## config.mk

```make
export PLATFORM = sky130hd
export DESIGN_NAME = homogeneous_vertex_transform
export DESIGN_NICKNAME = d
export VERILOG_FILES = /design/src/rtl/hvt_pkg.sv /design/src/rtl/homogeneous_vertex_transform.sv /design/src/rtl/hvt_mul.sv /design/src/rtl/hvt_div.sv
export SDC_FILE = /design/constraint.sdc
export NUM_CORES = 2
export LEC_CHECK = 0
export BUFFER_PORTS_ARGS = -buffer_cell sky130_fd_sc_hd__buf_2
export CORE_MARGIN = 3
export CORE_UTILIZATION = 30
export CTS_BUF_LIST = sky130_fd_sc_hd__clkbuf_8
export CTS_CLUSTER_DIAMETER = 150
export CTS_CLUSTER_SIZE = 14
export DETAILED_ROUTE_END_ITERATION = 8
export MAX_ROUTING_LAYER = met4
export SETUP_SLACK_MARGIN = 0.1
export SLEW_MARGIN = 0
export SYNTH_ARGS = -nofsm -noshare
export SYNTH_HDL_FRONTEND = slang
export SYNTH_SLANG_ARGS = --single-unit
```

## constraint.sdc

```tcl
create_clock -name clk -period 15.1 [get_ports clk]
set_input_delay 1.51 -clock clk [delete_from_list [all_inputs] [get_ports clk]]
set_output_delay 1.51 -clock clk [all_outputs]
set_load 0.02 [all_outputs]
```

## src/rtl/hvt_pkg.sv

```systemverilog
// Shared types, constants and field layouts for the homogeneous vertex transform.
package hvt_pkg;

  localparam int DIM       = 4;
  localparam int FRAC_BITS = 16;
  localparam int COORD_W   = 32;
  localparam int DIST_W    = 31;
  localparam int PROD_W    = 2 * COORD_W;
  localparam int ACC_W     = PROD_W + 2;
  localparam int IDX_W     = $clog2(DIM * DIM);
  localparam int K_W       = $clog2(DIM);
  localparam int QCNT_W    = $clog2(COORD_W);

  localparam logic [1:0] MODE_LOAD  = 2'd0;
  localparam logic [1:0] MODE_XFORM = 2'd1;
  localparam logic [1:0] MODE_PROJ  = 2'd2;

  localparam logic [DIST_W-1:0]  DIST_RESET = DIST_W'(65536);
  localparam logic [COORD_W-1:0] ONE_Q      = COORD_W'(1) << FRAC_BITS;
  localparam logic [COORD_W-1:0] SAT_MAX    = {1'b0, {(COORD_W-1){1'b1}}};
  localparam logic [COORD_W-1:0] SAT_MIN    = {1'b1, {(COORD_W-1){1'b0}}};

  typedef struct packed {
    logic [1:0]                mode;
    logic [3:0]                entry_index;
    logic signed [COORD_W-1:0] entry_value;
    logic signed [COORD_W-1:0] point_x;
    logic signed [COORD_W-1:0] point_y;
    logic signed [COORD_W-1:0] point_z;
    logic signed [COORD_W-1:0] point_w;
  } in_item_t;

  typedef struct packed {
    logic signed [COORD_W-1:0] out_x;
    logic signed [COORD_W-1:0] out_y;
    logic signed [COORD_W-1:0] out_z;
    logic signed [COORD_W-1:0] out_w;
    logic                      div_error;
  } out_item_t;

  typedef struct packed {
    logic                start;
    logic [PROD_W-1:0]   num;
    logic [COORD_W-1:0]  den;
  } div_req_t;

  typedef struct packed {
    logic                done;
    logic                ovf;
    logic [COORD_W-1:0]  quot;
  } div_rsp_t;

endpackage

```

## src/rtl/homogeneous_vertex_transform.sv

```systemverilog
// Homogeneous 4x4 vertex transform with perspective divide: sequencer, matrix and datapath.
// A load item writes one matrix entry and leaves the sequencer idle. A transform item runs
// the sixteen products through the one shared multiplier, each product through a multiply and
// an accumulate state, with a store state per column, and its result is presented from the
// finish state, and the next item can be taken in the cycle after. A perspective item uses
// the same multiplier for x*d and y*d and then the bit-serial divider for each quotient; a
// quotient that cannot fit skips the divider steps, and with z equal to zero the divider is
// not used. No new item is taken while one is in work; a finished result sits in the output
// register, so the next item may start before it is taken, and an item that finishes while
// that register is still full waits until it is free.
module homogeneous_vertex_transform
  import hvt_pkg::*;
(
  input  logic              clk,
  input  logic              rst,
  input  logic              in_valid,
  output logic              in_ready,
  input  in_item_t          in_data,
  output logic              out_valid,
  input  logic              out_ready,
  output out_item_t         out_data,
  input  logic              cfg_we,
  input  logic [DIST_W-1:0] cfg_wdata
);

  typedef enum logic [2:0] {
    S_IDLE, S_MUL, S_ACC, S_STORE, S_PMUL, S_PDIV, S_PWAIT, S_FIN
  } state_t;

  state_t                    state;
  logic signed [COORD_W-1:0] matrix [DIM*DIM];
  logic signed [COORD_W-1:0] pt [DIM];
  logic signed [COORD_W-1:0] res [DIM];
  logic [DIST_W-1:0]         proj_dist;
  logic [K_W-1:0]            j;
  logic [K_W-1:0]            k;
  logic signed [ACC_W-1:0]   acc;
  logic                      neg;
  logic                      err;

  logic signed [COORD_W-1:0] mul_a;
  logic signed [COORD_W-1:0] mul_b;
  logic signed [PROD_W-1:0]  prod;
  div_req_t                  div_req;
  div_rsp_t                  div_rsp;

  logic signed [ACC_W-1:0]   acc_sh;
  logic [COORD_W-1:0]        col_sat;
  logic [COORD_W-1:0]        zero_sat;
  logic [COORD_W-1:0]        quot_sat;
  logic                      z_zero;

  hvt_mul u_mul (
    .clk  (clk),
    .a    (mul_a),
    .b    (mul_b),
    .prod (prod)
  );

  hvt_div u_div (
    .clk (clk),
    .rst (rst),
    .req (div_req),
    .rsp (div_rsp)
  );

  assign in_ready = (state == S_IDLE);
  assign z_zero   = (pt[2] == '0);

  always_comb begin
    mul_a = pt[k];
    mul_b = (state == S_PMUL) ? $signed({1'b0, proj_dist}) : matrix[{k, j}];

    div_req.start = (state == S_PDIV) && !z_zero;
    div_req.num   = prod[PROD_W-1] ? PROD_W'(-prod) : PROD_W'(prod);
    div_req.den   = pt[2][COORD_W-1] ? COORD_W'(-pt[2]) : COORD_W'(pt[2]);

    acc_sh = acc >>> FRAC_BITS;
    if (!acc_sh[ACC_W-1] && (|acc_sh[ACC_W-2:COORD_W-1])) begin
      col_sat = SAT_MAX;
    end else if (acc_sh[ACC_W-1] && !(&acc_sh[ACC_W-2:COORD_W-1])) begin
      col_sat = SAT_MIN;
    end else begin
      col_sat = acc_sh[COORD_W-1:0];
    end

    if (prod == '0) begin
      zero_sat = '0;
    end else if (prod[PROD_W-1]) begin
      zero_sat = SAT_MIN;
    end else begin
      zero_sat = SAT_MAX;
    end

    if (div_rsp.ovf) begin
      quot_sat = neg ? SAT_MIN : SAT_MAX;
    end else if (!neg) begin
      quot_sat = div_rsp.quot[COORD_W-1] ? SAT_MAX : div_rsp.quot;
    end else begin
      quot_sat = (div_rsp.quot > SAT_MIN) ? SAT_MIN : COORD_W'(-div_rsp.quot);
    end
  end

  always_ff @(posedge clk) begin
    if (rst) begin
      state     <= S_IDLE;
      out_valid <= 1'b0;
      proj_dist <= DIST_RESET;
      j         <= '0;
      k         <= '0;
      for (int i = 0; i < DIM*DIM; i++) begin
        matrix[i] <= '0;
      end
    end else begin
      if (cfg_we) begin
        proj_dist <= cfg_wdata;
      end
      if (out_valid && out_ready && (state != S_FIN)) begin
        out_valid <= 1'b0;
      end
      case (state)
        S_IDLE: begin
          if (in_valid) begin
            pt[0] <= in_data.point_x;
            pt[1] <= in_data.point_y;
            pt[2] <= in_data.point_z;
            pt[3] <= in_data.point_w;
            j     <= '0;
            k     <= '0;
            acc   <= '0;
            case (in_data.mode)
              MODE_LOAD:  matrix[in_data.entry_index] <= in_data.entry_value;
              MODE_XFORM: state <= S_MUL;
              MODE_PROJ:  state <= S_PMUL;
              default:    state <= S_IDLE;
            endcase
          end
        end
        S_MUL: state <= S_ACC;
        S_ACC: begin
          acc <= acc + ACC_W'(prod);
          if (k == K_W'(DIM - 1)) begin
            state <= S_STORE;
          end else begin
            k     <= k + K_W'(1);
            state <= S_MUL;
          end
        end
        S_STORE: begin
          res[j] <= col_sat;
          acc    <= '0;
          k      <= '0;
          err    <= 1'b0;
          if (j == K_W'(DIM - 1)) begin
            state <= S_FIN;
          end else begin
            j     <= j + K_W'(1);
            state <= S_MUL;
          end
        end
        S_PMUL: state <= S_PDIV;
        S_PDIV: begin
          neg <= prod[PROD_W-1] ^ pt[2][COORD_W-1];
          if (z_zero) begin
            res[k] <= zero_sat;
            if (k == K_W'(1)) begin
              res[2] <= COORD_W'(proj_dist);
              res[3] <= ONE_Q;
              err    <= 1'b1;
              state  <= S_FIN;
            end else begin
              k     <= K_W'(1);
              state <= S_PMUL;
            end
          end else begin
            state <= S_PWAIT;
          end
        end
        S_PWAIT: begin
          if (div_rsp.done) begin
            res[k] <= quot_sat;
            if (k == K_W'(1)) begin
              res[2] <= COORD_W'(proj_dist);
              res[3] <= ONE_Q;
              err    <= 1'b0;
              state  <= S_FIN;
            end else begin
              k     <= K_W'(1);
              state <= S_PMUL;
            end
          end
        end
        S_FIN: begin
          if (!out_valid || out_ready) begin
            out_data.out_x     <= res[0];
            out_data.out_y     <= res[1];
            out_data.out_z     <= res[2];
            out_data.out_w     <= res[3];
            out_data.div_error <= err;
            out_valid          <= 1'b1;
            state              <= S_IDLE;
          end
        end
        default: state <= S_IDLE;
      endcase
    end
  end

  a_div_start_nonzero: assert property (@(posedge clk) disable iff (rst)
    div_req.start |-> (div_req.den != '0))
    else $error("divider started with zero divisor");

  a_div_done_waiting: assert property (@(posedge clk) disable iff (rst)
    div_rsp.done |-> (state == S_PWAIT))
    else $error("divider finished outside wait state");

  a_out_from_fin: assert property (@(posedge clk) disable iff (rst)
    $rose(out_valid) |-> $past(state == S_FIN))
    else $error("result presented without finishing an item");

  a_err_is_proj: assert property (@(posedge clk) disable iff (rst)
    (out_valid && out_data.div_error) |-> (out_data.out_w == ONE_Q))
    else $error("error flag on a non-perspective result");

endmodule

```

## src/rtl/hvt_mul.sv

```systemverilog
// Shared signed 32x32 multiplier with registered product.
module hvt_mul
  import hvt_pkg::*;
(
  input  logic                      clk,
  input  logic signed [COORD_W-1:0] a,
  input  logic signed [COORD_W-1:0] b,
  output logic signed [PROD_W-1:0]  prod
);

  always_ff @(posedge clk) begin
    prod <= a * b;
  end

endmodule

```

## src/rtl/hvt_div.sv

```systemverilog
// Bit-serial restoring divider: 64-bit magnitude by 32-bit magnitude, 32 quotient bits.
module hvt_div
  import hvt_pkg::*;
(
  input  logic     clk,
  input  logic     rst,
  input  div_req_t req,
  output div_rsp_t rsp
);

  logic                busy;
  logic                done;
  logic                ovf;
  logic [QCNT_W-1:0]   cnt;
  logic [COORD_W-1:0]  rem;
  logic [COORD_W-1:0]  ql;
  logic [COORD_W-1:0]  den;
  logic [COORD_W:0]    trial;
  logic [COORD_W:0]    diff;
  logic                qbit;
  logic [COORD_W-1:0]  rem_next;

  always_comb begin
    trial    = {rem, ql[COORD_W-1]};
    diff     = trial - {1'b0, den};
    qbit     = trial >= {1'b0, den};
    rem_next = qbit ? diff[COORD_W-1:0] : trial[COORD_W-1:0];
  end

  always_ff @(posedge clk) begin
    if (rst) begin
      busy <= 1'b0;
      done <= 1'b0;
      ovf  <= 1'b0;
      cnt  <= '0;
    end else begin
      done <= 1'b0;
      if (req.start) begin
        den <= req.den;
        if (req.num[PROD_W-1:COORD_W] >= req.den) begin
          ovf  <= 1'b1;
          done <= 1'b1;
          busy <= 1'b0;
        end else begin
          ovf  <= 1'b0;
          rem  <= req.num[PROD_W-1:COORD_W];
          ql   <= req.num[COORD_W-1:0];
          cnt  <= '0;
          busy <= 1'b1;
        end
      end else if (busy) begin
        rem <= rem_next;
        ql  <= {ql[COORD_W-2:0], qbit};
        cnt <= cnt + QCNT_W'(1);
        if (cnt == {QCNT_W{1'b1}}) begin
          busy <= 1'b0;
          done <= 1'b1;
        end
      end
    end
  end

  assign rsp.done = done;
  assign rsp.ovf  = ovf;
  assign rsp.quot = ql;

endmodule
```

* After elaboration in Yosys (flattened, before gate mapping)
Memory sizes are Yosys's and may differ from the RTL's. A register that Yosys moved wholly into a read port is not among the register bits.
Index checks and enable logic that the tools add are counted.
** Word-level totals
- Memories kept :: 3
- Output and inout port bits :: 131
- Bits of input ports :: 202
- Register bits :: 276
- RAM bits :: 768
- Logic and storage cells :: 193
** Operators by class
- Reduce and logical (&&, ||, !) cells :: 33
- Multipliers :: 1
- Magnitude comparators :: 3
- $add $sub $neg :: 8
- Bitwise operators :: 5
- Eq/ne operators :: 24
- Multiplexer cells :: 99
** Memory list
- matrix :: depth 16, bits a word 32, read ports 1, clocked after memory_dff 0, write ports 16, RTL line homogeneous_vertex_transform.sv:31 : logic signed [COORD_W-1:0] matrix [DIM*DIM];
- pt :: depth 4, bits a word 32, read ports 2, clocked after memory_dff 1, write ports 4, RTL line homogeneous_vertex_transform.sv:32 : logic signed [COORD_W-1:0] pt [DIM];
- res :: depth 4, bits a word 32, read ports 4, clocked after memory_dff 4, write ports 3, RTL line homogeneous_vertex_transform.sv:33 : logic signed [COORD_W-1:0] res [DIM];
** Operators by type and width (number)
- 32-bit two-way mux :: 22
- 66-bit case mux with 3 select lines :: 1
- 66-bit by 64-bit adder with 66-bit output :: 1
- 66-bit two-way mux :: 1
- 64-bit logical NOT :: 1
- 32-bit by 32-bit multiplier with 64-bit output :: 1
- 64-bit two-way mux :: 1
- 32-bit negator :: 2
- 64-bit negator :: 1
- 32-bit OR reduction :: 2
- 1-bit two-way mux :: 48
- 33-bit by 32-bit greater-or-equal comparator with 1-bit output :: 1
- 32-bit greater-or-equal comparator :: 1
- 32-bit greater-than comparator, second input constant :: 1
- 32-bit logical NOT :: 1
- 32-bit subtractor :: 1
- 31-bit two-way mux :: 1
- 3-bit case mux with 8 select lines :: 1
- 2-bit two-way mux :: 11
- 19-bit AND reduction :: 1
- 19-bit OR reduction :: 1
- 2-bit inequality test, second input constant :: 8
- 3-bit two-way mux :: 5
- 5-bit two-way mux :: 3
- other kinds (31) :: 56

* Longest topological paths before layout
An unclocked memory read counts as a cell.
- Depth after elaboration :: 9
- Mapped depth :: 35

* Cells and area by module
Synthesis repeated with hierarchy kept, for this count alone.
** Second synthesis, totals
- Cells, all modules :: 8042
- Area, all modules :: 92080.8 sq um
** By module, submodules not included
- homogeneous_vertex_transform :: instances 1, sequential area each 29468.3 sq um, cells an instance 3450, area each 47535.6 sq um
- hvt_mul :: instances 1, sequential area each 1281.2 sq um, cells an instance 3939, area each 37542.3 sq um
- hvt_div :: instances 1, sequential area each 3042.9 sq um, cells an instance 653, area each 7003.0 sq um

* Worst setup path before layout
OpenSTA, ideal clock, no wires.
- Kind :: input -> register
- From :: in rst
- To :: reg out_data[0] in the netlist's numbering (enable)
- Slack :: 2.990 ns
- Arrival time :: 11.308 ns
- Buffers on the path :: 2
- Stages on the path :: 3
- Setup time :: 0.802 ns
- Cell sequence :: clkbuf_1 buf_1 nor3b_1
** On the way
- Cells in the longest elaborated chain, start to end :: 2
** Ends and longest elaborated chain
- start: declaration :: RTL line homogeneous_vertex_transform.sv:15 : input logic rst,
- 1-bit NOT (no source line)
- 3-bit AND reduction (no source line)
- end: declaration :: RTL line homogeneous_vertex_transform.sv:21 : output out_item_t out_data,
No other way between the ends.
A chain may end at the register's enable or synchronous reset.

* Worst setup path after layout
- From :: reg state[2]
- To :: reg u_mul.prod[63]
** On the way
- Cells in the longest elaborated chain, start to end :: 3
** Ends and longest elaborated chain
- start: declaration :: RTL line homogeneous_vertex_transform.sv:30 : state_t state;
- start signal: assignment :: RTL line homogeneous_vertex_transform.sv:106 : state <= S_IDLE;
- start signal: assignment :: RTL line homogeneous_vertex_transform.sv:133 : MODE_XFORM: state <= S_MUL;
- start signal: assignment :: RTL line homogeneous_vertex_transform.sv:134 : MODE_PROJ: state <= S_PMUL;
- 3-bit == test :: RTL line homogeneous_vertex_transform.sv:72 : mul_b = (state == S_PMUL) ? $signed({1'b0, proj_dist}) : matrix[{k, j}];
- 32-bit two-way mux :: RTL line homogeneous_vertex_transform.sv:72
- 32-bit by 32-bit multiplier with 64-bit output :: RTL line hvt_mul.sv:12 : prod <= a * b;
- end signal: assignment :: RTL line hvt_mul.sv:12
- end: declaration :: RTL line hvt_mul.sv:8 : output logic signed [PROD_W-1:0] prod
No other way between the ends.

==> metrics.md <==
| Metric | Value |
|---|---|
| Multiplexer area fraction after synthesis | `0.0567` |
| First-pass GRT wire length | `~450 mm` |
| Area contributors post-synth | `edfxtp_1 (34%), fa_1 (24%), inv_1 (4.6%)` |
| Status | `completed` |
| Setup Fix Bufs, Post-CTS | `0` |
| CP required | `roughly 16000 ps` |
| CP Max Fanout | `32` |
| CP top delay family | `adder cells` |
| IO Count | `333` |
| Reg2reg start | `state[2]` |
| Flops & latches, synth | `~1.2k` |
| Vias post-DR | `between 60k and 70k` |
| DR vias/cell | `a little over 5` |
| Top-count cell post-synth | `inv_1` |
| Crit Path Class | `reg2reg` |
| Global routing's busiest layer | `met2` |
| Routed WL | `slightly above 300 mm` |
| Met2 GRT Util | `0.312` |
| Layout cell share with drive strength beyond 1 | `0.114` |
| Top post-synthesis cells by count | `inv_1 (1128), fa_1 (1085), edfxtp_1 (1028)` |
| GRT met1 Usage | `0.262` |
| Vias in the first global route | `around 67k` |
| Period utilization | `0.770` |
| Nets | `approximately 10k` |
| EDFF count, synth | `slightly above 1k` |
| Compound-cell area share of the yosys netlist | `0.0716` |
| XOR/XNOR share of the synthesized area | `0.0210` |
| Row count | `between 200 and 250` |
| CTS Buf Count | `95` |
| GRT Overall Usage | `0.201` |
| Worst hold-check path type | `reg2reg` |
| Drt drc | `0` |
| Final slew viol count | `0` |
| Final core utilization | `0.330` |
| Post-Synth Simple-Gate Area | `0.137` |
| Worst path most repeated cell | `fa_1` |
| TritonCTS Sinks | `1174` |
| Critical path's slowest cell | `fa_1` |
| Post-DP HPWL | `around 230 mm` |
| Post-synthesis sequential area ratio | `0.369` |
| Max-Cap Viols | `0` |
| Share of the synthesized area in the top cell type | `0.337` |
| RSZ-0062 raised after global routing | `false` |
| Die Wd | `559 um` |
| Final Hold Viols | `0` |
| Reg2Reg Setup Slack | `3480 ps` |
| Reg2Reg Depth | `30` |
| Largest net degree at the start of global routing | `about 90` |
| Ys flop type | `edfxtp_1` |
| Setup crit start | `state[2]` |
| Core ar. | `304000 um^2` |
| Data arrival time of the worst path | `approximately 12000 ps` |
| RePlAce Congestion | `0.965` |
| Fmax | `86.0 MHz` |
| Resized Gates After CTS | `0` |
| Filler instances | `between 30k and 40k` |
| TritonCTS clock tree | `built` |
| Gr ovfl total | `0` |
| Crit-path max cell delay | `between 1000 and 1500 ps` |
| Setup Skew | `a little over 60 ps` |
| Worst slew pin tran | `1290 ps` |
| CP Launch Type | `register` |
| DRT iter0 DRCs | `7243` |
| RR Endpoint | `u_mul.prod[63]` |
| Initial antenna violation count | `32` |
| Syn Inst Count | `8277` |
| Post-Synth Adder-Cell Area | `0.281` |
| Wire per inst | `about 25 um` |
| Worst Path Buf+Inv | `8` |
| Worst Hold Endpoint | `out_data[69]` |
| Clk root buf | `clkbuf_8` |
| Port bufs | `about 330` |
| CTS clk-pin slew, worst paths | `approximately 110 ps` |
| Yosys warns | `0` |
| Post-synth cell types | `96` |
| Worst-Skew Late Latency | `870 ps` |
| Hold path depth | `0` |
| Drt pass-1 iters | `9` |
| Final setup viols | `0` |
| Fin crit period | `11620 ps` |
| Clock Path Buffers | `3` |
| Starting Density | `0.302` |
| Sum Neg Setup Slack | `0 ps` |
| Yosys top cell by area | `edfxtp_1` |
| Final ANT Viol Nets | `0` |
| # hold bufs at CTS | `0` |
| Slew Limit Headroom | `0.136` |
| Synthesized area | `roughly 90000 um^2` |
| Die outline height | `559 um` |
| H-tree lvl count | `3` |
| Combinational family with the most area after synthesis | `adder cells` |
| Syn nets | `9884` |
| Avg Cell Area, Syn | `~11 um^2` |
| Area delta synth->final | `9.28%` |
| Hold Path Origin | `res[1][4]` |
| Die area | `~310000 um^2` |
| Final hold slack | `around 420 ps` |
| Worst setup EP type | `register` |
| Async S/R FF share, synth | `0` |
| Met3 Use GR | `0.0427` |
sequential cells by signal (all words and copies together) (netlist names), named ones only:
register,flops
matrix,512
u_mul.prod,64
j,2
pt,128
u_div.cnt,5
out_valid,1
u_div.ovf,1
res,128
u_div.ql,32
acc,66
neg,1
u_div.rem,32
state,3
u_div.busy,1
k,2
u_div.done,1
out_data,129
err,1
u_div.den,32
proj_dist,31
worst max path at each step:
| stage | to | cells past startpoint |
|---|---|---|
| after floorplan | out_data[0] | 3 |
| after global placement | u_mul.prod[63] | 30 |
| after detailed placement | u_mul.prod[63] | 30 |
| after CTS | u_mul.prod[63] | 30 |
| after global routing | u_mul.prod[63] | 30 |
| final | u_mul.prod[63] | 30 |
worst register-to-register path: cells and delay by family, from the launching register on:
| family | cells | cell delay, ps |
|---|---|---|
| AOI/OAI and AO/OA | 8 | 1790 |
| and+or+nand+nor | 4 | 750 |
| buffers and inverters | 8 | 2070 |
| muxes | 1 | 690 |
| adders and majority gates | 9 | 5450 |
| DFF | 1 | 730 |
per-layer routing:
layer	wire length (um)	part of all wire	vias to the layer above
met3	29100	0.094	503
met4	11500	0.037	0
li1	-	-	27700
met5	0	0	-
met1	126000	0.41	33300
met2	142000	0.46	3042
area by class of cell:
class / count / area (um^2) / share of cell area
diodes: 29 / 72.6 / 0.000724
clock buffers: 96 / 1320 / 0.0132
clock inverters: 61 / 353 / 0.00352
inverters: 1130 / 4240 / 0.0423
multi-input cells: 5539 / 52400 / 0.523
flip-flops and latches: 1174 / 33800 / 0.338
well taps: 4080 / 5100 / 0.0510
repair buffers: 496 / 2910 / 0.0290
cells by family (layout without fill, tap and decap cells):
kind of cell             after synthesis  count (layout)
multiplexers                         312             312
buffers and inverters               1564            1783
other                                  0              29
adder cells (fa/ha/maj)             1405            1405
flip-flops                          1174            1174
AO/OA/AOI/OAI                       1002            1002
AND/OR/NAND/NOR                     2600            2600
XOR/XNOR                             220             220
cells in the final DEF (no fill, tap or decap), drive strengths merged, types with 15 or more instances in the layout:
cell    Yosys  routed
o41ai      16      16
mux2i      97      97
nor3       79      79
a21o      109     109
and3       22      22
mux2       55      55
buf        66     496
nor2b      36      36
fa       1085    1085
a211oi     23      23
a21boi     18      18
or3        37      37
nor2      856     856
nand3      71      71
ha        320     320
edfxtp   1028    1028
clkbuf    368      96
or2        38      38
o31ai      47      47
o21ai     221     221
a221oi     15      15
nor4       24      24
nand2     648     648
xnor2     135     135
xor2       85      85
a22o       31      31
nand4      51      51
inv      1129    1183
o21a       57      57
o21bai     33      33
or4        18      18
nand2b    129     129
a21oi     260     260
mux4      160     160
a31oi      54      54
dfxtp     146     146
diode       0      29
and2      560     560
through the flow:
stage               worst slack [ps]  area (um^2)  instances
finish                          3480       100000      12600
global route                    2750       100000      12600
CTS                             3460       100000      12600
detailed placement              3540        98400      12400
global placement                3500        98400      12400
floorplan                       2990        91700       8277
Power is left out: the tool's default activity adds up to more than one toggle a clock period on the data nets, which glitch-free logic cannot reach.
